--- src/rtl/c2d_pkg.sv ---
// Package for the direct 2D convolution engine.
// Holds command and register codes, item structs, the sequencer state type
// and the default store sizes. No dependencies.
package c2d_pkg;

    localparam int DEF_MAX_IN_CHANNELS = 16;
    localparam int DEF_MAX_HEIGHT      = 32;
    localparam int DEF_MAX_WIDTH       = 32;
    localparam int DEF_MAX_FILTERS     = 16;
    localparam int DEF_MAX_KERNEL      = 5;

    localparam int CFG_IDX_W  = 3;
    localparam int CFG_DATA_W = 6;

    localparam logic [CFG_IDX_W-1:0] REG_IN_CHANNELS = 3'd0;
    localparam logic [CFG_IDX_W-1:0] REG_HEIGHT      = 3'd1;
    localparam logic [CFG_IDX_W-1:0] REG_WIDTH       = 3'd2;
    localparam logic [CFG_IDX_W-1:0] REG_FILTERS     = 3'd3;
    localparam logic [CFG_IDX_W-1:0] REG_KERNEL_SIZE = 3'd4;
    localparam logic [CFG_IDX_W-1:0] REG_PADDING     = 3'd5;

    localparam logic [1:0] CMD_LOAD_WEIGHT = 2'd0;
    localparam logic [1:0] CMD_LOAD_PIXEL  = 2'd1;
    localparam logic [1:0] CMD_COMPUTE     = 2'd2;

    typedef struct packed {
        logic [1:0]         command;
        logic [13:0]        index;
        logic signed [15:0] value;
        logic [3:0]         out_filter;
        logic [4:0]         out_row;
        logic [4:0]         out_col;
    } t_in_item;

    typedef struct packed {
        logic signed [31:0] result_value;
        logic               saturated;
        logic               bad_request;
    } t_out_item;

    typedef struct packed {
        logic clear;
        logic valid;
        logic last;
    } t_mac_ctl;

    typedef struct packed {
        logic done;
        logic saturated;
    } t_mac_sts;

    typedef enum logic [2:0] {
        S_IDLE,
        S_WAIT,
        S_LOAD,
        S_CHECK,
        S_START,
        S_RUN,
        S_DRAIN,
        S_FINISH
    } t_state;

endpackage

--- src/rtl/c2d_mac.sv ---
// Shared multiply-accumulate unit with 32-bit saturation of the sum.
// Depends on c2d_pkg for the control and status structs.
module c2d_mac #(
    parameter int ACC_W = 45
) (
    input  logic                i_clk,
    input  logic                i_rst_n,
    input  c2d_pkg::t_mac_ctl   i_ctl,
    input  logic signed [15:0]  i_pixel,
    input  logic signed [15:0]  i_weight,
    output logic signed [31:0]  o_sum,
    output c2d_pkg::t_mac_sts   o_sts
);

    localparam logic signed [ACC_W-1:0] AccMax = ACC_W'($signed(32'h7fff_ffff));
    localparam logic signed [ACC_W-1:0] AccMin = ACC_W'($signed(32'h8000_0000));

    logic                    r_v2;
    logic                    r_l2;
    logic                    r_done;
    logic signed [31:0]      r_prod;
    logic signed [ACC_W-1:0] r_acc;
    logic                    over_hi;
    logic                    over_lo;

    always_ff @(posedge i_clk) begin
        if (!i_rst_n) begin
            r_v2   <= 1'b0;
            r_l2   <= 1'b0;
            r_done <= 1'b0;
        end else begin
            r_v2 <= i_ctl.valid;
            r_l2 <= i_ctl.last;
            if (i_ctl.clear) begin
                r_done <= 1'b0;
            end else if (r_l2) begin
                r_done <= 1'b1;
            end
        end
    end

    always_ff @(posedge i_clk) begin
        r_prod <= i_pixel * i_weight;
        if (i_ctl.clear) begin
            r_acc <= '0;
        end else if (r_v2) begin
            r_acc <= r_acc + ACC_W'(r_prod);
        end
    end

    assign over_hi = (r_acc > AccMax);
    assign over_lo = (r_acc < AccMin);

    always_comb begin
        if (over_hi) begin
            o_sum = 32'sh7fff_ffff;
        end else if (over_lo) begin
            o_sum = $signed(32'h8000_0000);
        end else begin
            o_sum = r_acc[31:0];
        end
    end

    assign o_sts.done      = r_done;
    assign o_sts.saturated = over_hi || over_lo;

endmodule

--- config.mk ---
export PLATFORM = sky130hd
export DESIGN_NAME = c2d_mac
export DESIGN_NICKNAME = d
export VERILOG_FILES = /design/src/rtl/c2d_pkg.sv /design/src/rtl/c2d_mac.sv
export SDC_FILE = /design/constraint.sdc
export NUM_CORES = 1
export LEC_CHECK = 0
export ABC_CLOCK_PERIOD_IN_PS = 20800
export BUFFER_PORTS_ARGS = -buffer_cell sky130_fd_sc_hd__clkbuf_2
export CORE_MARGIN = 5
export CORE_UTILIZATION = 25
export CTS_BUF_LIST = sky130_fd_sc_hd__clkbuf_2
export DETAILED_ROUTE_END_ITERATION = 6
export PLACE_DENSITY_LB_ADDON = 0.3
export SETUP_SLACK_MARGIN = 0.4
export SLEW_MARGIN = 20
export SYNTH_ARGS = -nofsm -noshare
export SYNTH_HDL_FRONTEND = slang
export SYNTH_SLANG_ARGS = --single-unit
--- constraint.sdc ---
create_clock -name i_clk -period 20.8 [get_ports i_clk]
set_clock_uncertainty 0.1 [all_clocks]
set_input_delay 3.12 -clock i_clk [delete_from_list [all_inputs] [get_ports i_clk]]
set_output_delay 3.12 -clock i_clk [all_outputs]
set_load 0.05 [all_outputs]
==> impl_table.tex <==
\begin{tabular}{lr}
\hline
Metric & Value \\
\hline
\multicolumn{2}{l}{\textbf{Logic synthesis}} \\
\quad Most area-consuming cells after synthesis & sky130\_fd\_sc\_hd\_\_fa\_1 (35\%), sky130\_fd\_sc\_hd\_\_dfxtp\_1 (11\%), sky130\_fd\_sc\_hd\_\_ha\_1 (11\%), sky130\_fd\_sc\_hd\_\_inv\_1 (7.8\%), sky130\_fd\_sc\_hd\_\_and2\_1 (5.4\%) \\
\quad Share of async-settable or async-resettable flops after synthesis & 0\% \\
\quad Sequential fraction of the synthesis area & 10.7\% \\
\quad Count of flip-flops with a built-in enable after synthesis & 0 \\
\quad Average cell area after synthesis & 8.89 sq um \\
\quad Post-synthesis cell type count & 66 \\
\quad Synth top cells by count & sky130\_fd\_sc\_hd\_\_inv\_1 (310), sky130\_fd\_sc\_hd\_\_fa\_1 (263), sky130\_fd\_sc\_hd\_\_nand2\_1 (165), sky130\_fd\_sc\_hd\_\_and2\_1 (128), sky130\_fd\_sc\_hd\_\_ha\_1 (126) \\
\quad Most area-hungry cell type in the Yosys netlist & sky130\_fd\_sc\_hd\_\_fa\_1 \\
\quad Area share of the leading cell type in the synthesized netlist & 35.2\% \\
\quad Synth Register Bits & 80 \\
\quad Synth Warn \# & 0 \\
\quad Most used standard cell by instance count after synthesis & sky130\_fd\_sc\_hd\_\_inv\_1 \\
\quad Synthesized net count & $\sim$2100 \\
\quad Most used flip-flop cell after synthesis & sky130\_fd\_sc\_hd\_\_dfxtp\_1 \\
\quad Cell area after synthesis & 15000 sq um \\
\quad Number of cells produced by synthesis & 1682 \\
\multicolumn{2}{l}{\textbf{Drt}} \\
\quad Wire length per cell & around 15 um \\
\quad Antenna-violating nets left & 0 \\
\quad Final wirelength & around 38000 um \\
\quad Drt pass-1 iters & 5 \\
\quad Starting DRT DRC Count & 660 \\
\quad Vias after detailed routing & $\sim$11000 \\
\quad Number of design rule violations left after detail routing & 0 \\
\quad Vias per cell & $\sim$4.5 \\
\multicolumn{2}{l}{\textbf{Status}} \\
\quad Status & completed \\
\multicolumn{2}{l}{\textbf{Final layout}} \\
\quad Fraction of layout cells with a size suffix above 1 & around 7\% \\
\quad Fill cell instance count of the final layout & approximately 6300 \\
\quad Layout overhead on the synthesized area & 7.85\% \\
\quad Final layout net count & about 2100 \\
\quad Post-Route Utilization & 27.3\% \\
\multicolumn{2}{l}{\textbf{Critical path}} \\
\quad Type of the worst setup path & input pin to register \\
\quad Worst EP arrival & 9340 ps \\
\quad Worst setup path startpoint & i\_weight[1] \\
\quad Worst path cell trace & clkbuf\_2 > nand2\_1 > inv\_1 > fa\_1 > fa\_1 > fa\_1 > fa\_1 > fa\_1 > inv\_1 > fa\_1 > inv\_1 > ha\_1 > a21o\_1 > a21oi\_1 > o21ai\_0 > a211oi\_1 > nor2\_1 > nor3b\_1 > o21bai\_1 > a21oi\_1 > xnor2\_1 \\
\quad Sort of element at the end of the critical path & register \\
\quad Library cell appearing most often on the critical path & sky130\_fd\_sc\_hd\_\_fa\_1 \\
\quad Max stage delay on crit path & 920 ps \\
\quad Critical path startpoint category & input pin \\
\quad Worst Path Required & about 21000 ps \\
\quad Internal reg-to-reg setup slack & between 15000 and 20000 ps \\
\quad Largest driver fanout on the critical path & 16 \\
\quad Worst-path cell with the longest stage delay & sky130\_fd\_sc\_hd\_\_fa\_1 \\
\quad R2R Path Start & r\_acc[0] \\
\multicolumn{2}{l}{\textbf{Timing}} \\
\quad Number of setup violations in the final report & 0 \\
\quad Max-slew violations & 0 \\
\quad Sum of negative setup slack & 0 ps \\
\quad Slew margin rel. & roughly 47\% \\
\quad Max Freq & about 110 MHz \\
\quad Final Hold Violating Endpoints & 0 \\
\quad Setup repair after global routing missed its margin & no \\
\quad Worst slew pin tran & around 800 ps \\
\quad Final critical path time including I/O delays and setup & roughly 8900 ps \\
\quad Share of the cycle needed by the critical path after routing & between 40\% and 50\% \\
\multicolumn{2}{l}{\textbf{Hold path}} \\
\quad Hold Startpoint & r\_l2 \\
\quad Kind of path behind the tightest hold check & register to register \\
\multicolumn{2}{l}{\textbf{Die}} \\
\quad Die ar. & approximately 65000 sq um \\
\quad FP Rows & 89 \\
\quad Initial cell density of the core & around a quarter \\
\quad I/O Pins & 71 \\
\quad Die Y-Extent & around 250 um \\
\quad Die Wd & about 250 um \\
\quad Floorplan core area & a little under 60000 sq um \\
\multicolumn{2}{l}{\textbf{Clock network}} \\
\quad Clock sink count & 80 \\
\quad H-Tree Depth & 3 \\
\quad Clock Latency Late Sink & about 620 ps \\
\quad CTS tree & built \\
\quad Number of buffers inserted during clock tree synthesis & 9 \\
\quad Buffers inserted by post-CTS timing repair & 0 \\
\quad Cells resized by post-CTS repair & 0 \\
\quad Hold-fix buffers at CTS & 0 \\
\quad Bufs on Longest Clock Path & 2 \\
\quad Clock-pin transition on the worst setup and hold timing paths & approximately 220 ps \\
\quad Cell at the root of the clock tree & sky130\_fd\_sc\_hd\_\_clkbuf\_2 \\
\multicolumn{2}{l}{\textbf{Global routing}} \\
\quad Number of antenna violations at the first check in global routing & 1 \\
\quad First-pass GRT wire length & roughly 64000 um \\
\quad Global route total overflow & 0 \\
\quad Overall track demand over capacity in global routing & 12.2\% \\
\quad Number of global-route vias before repair & 12200 \\
\quad Largest net degree at the start of global routing & 57 \\
\multicolumn{2}{l}{\textbf{Placement}} \\
\quad Total half-perimeter wirelength after legalization and detailed placement & approximately 32000 um \\
\quad Final weighted congestion in routability-driven placement & a little over 0.8 \\
\quad Number of port buffers & 70 \\
\multicolumn{2}{l}{\textbf{Run}} \\
\quad Reported max-cap violation count & 0 \\
\hline
\end{tabular}
==> area by class of cell <==
type | instances | area, sq um | area share [%]
clock inverters | 6 | 68.8 | 0.427
multi-input cells | 1228 | 11900 | 73.7
flip-flops and latches | 80 | 1600 | 9.94
clock buffers | 10 | 50.0 | 0.310
inverters | 310 | 1160 | 7.22
repair buffers | 75 | 388 | 2.41
diodes | 2 | 5.00 | 0.0310
well taps | 773 | 967 | 6.00
==> per-layer routing <==
metal | vias up | wire (um) | global-route usage (%) | part of all wire, %
li1 | 5320 | - | - | -
met1 | 5578 | 17900 | 16.3 | 47
met2 | 198 | 18600 | 21.5 | 48
met3 | 44 | 1320 | 1.46 | 3.4
met4 | 0 | 600 | 2.33 | 1.6
met5 | - | 0 | 0 | 0
==> sequential cells by signal, summed over array words and instances (netlist names) <==
name	cells
r_acc	45
r_done	1
r_l2	1
r_prod	32
r_v2	1
==> kinds of logic after synthesis <==
| logic type | share of synthesized area [%] |
|---|---|
| AND/OR/NAND/NOR | 16.1 |
| adder cells (fa/ha/maj) | 45.8 |
| buffers and inverters | 9.93 |
| AO/OA/AOI/OAI | 11.1 |
| flip-flops | 10.7 |
| XOR/XNOR | 4.22 |
| multiplexers | 2.14 |
==> placed cells by master (no fill, tap or decap), drive strengths merged, types with 6 or more instances in the layout <==
master  instances
xnor2          50
xor2           22
nand3          22
fa            263
nor2b          14
o31ai           6
dfxtp          80
and2          129
a31oi          10
nor2           96
mux2i          32
a21o           31
nand4          12
o21bai         12
o21a           36
a211oi          9
inv           311
nor3            9
ha            126
nand2b         20
nand2         165
a21oi          70
o21ai          36
clkbuf         80
==> through the flow <==
stage	instance area, sq um	cells	setup WS, ps	hold slack [ps]
CTS	16100	2482	11930	393
floorplan	15000	1682	11930	346
detailed placement	16000	2466	11240	367
global placement	16000	2466	11340	359
finish	16100	2484	11880	386
global route	16100	2483	11540	414
==> path summary, 6_finish.rpt <==
kind	endpoint	depth (start not counted)
setup / recovery	r_prod[31]	21
hold / removal	r_done	2
setup reg to reg	r_acc[44]	13
hold reg to reg	r_done	2
==> critical path: cells and delay by family <==
family,cells,cell delay [ps]
AO/OA/AOI/OAI,6,980
XOR/XNOR,1,150
adder cells (fa/ha/maj),7,3920
buffers and inverters,4,670
AND/OR/NAND/NOR,3,500
Power is not shown: default switching activity piles up to over one toggle a cycle in this logic, so the estimate is an artifact.
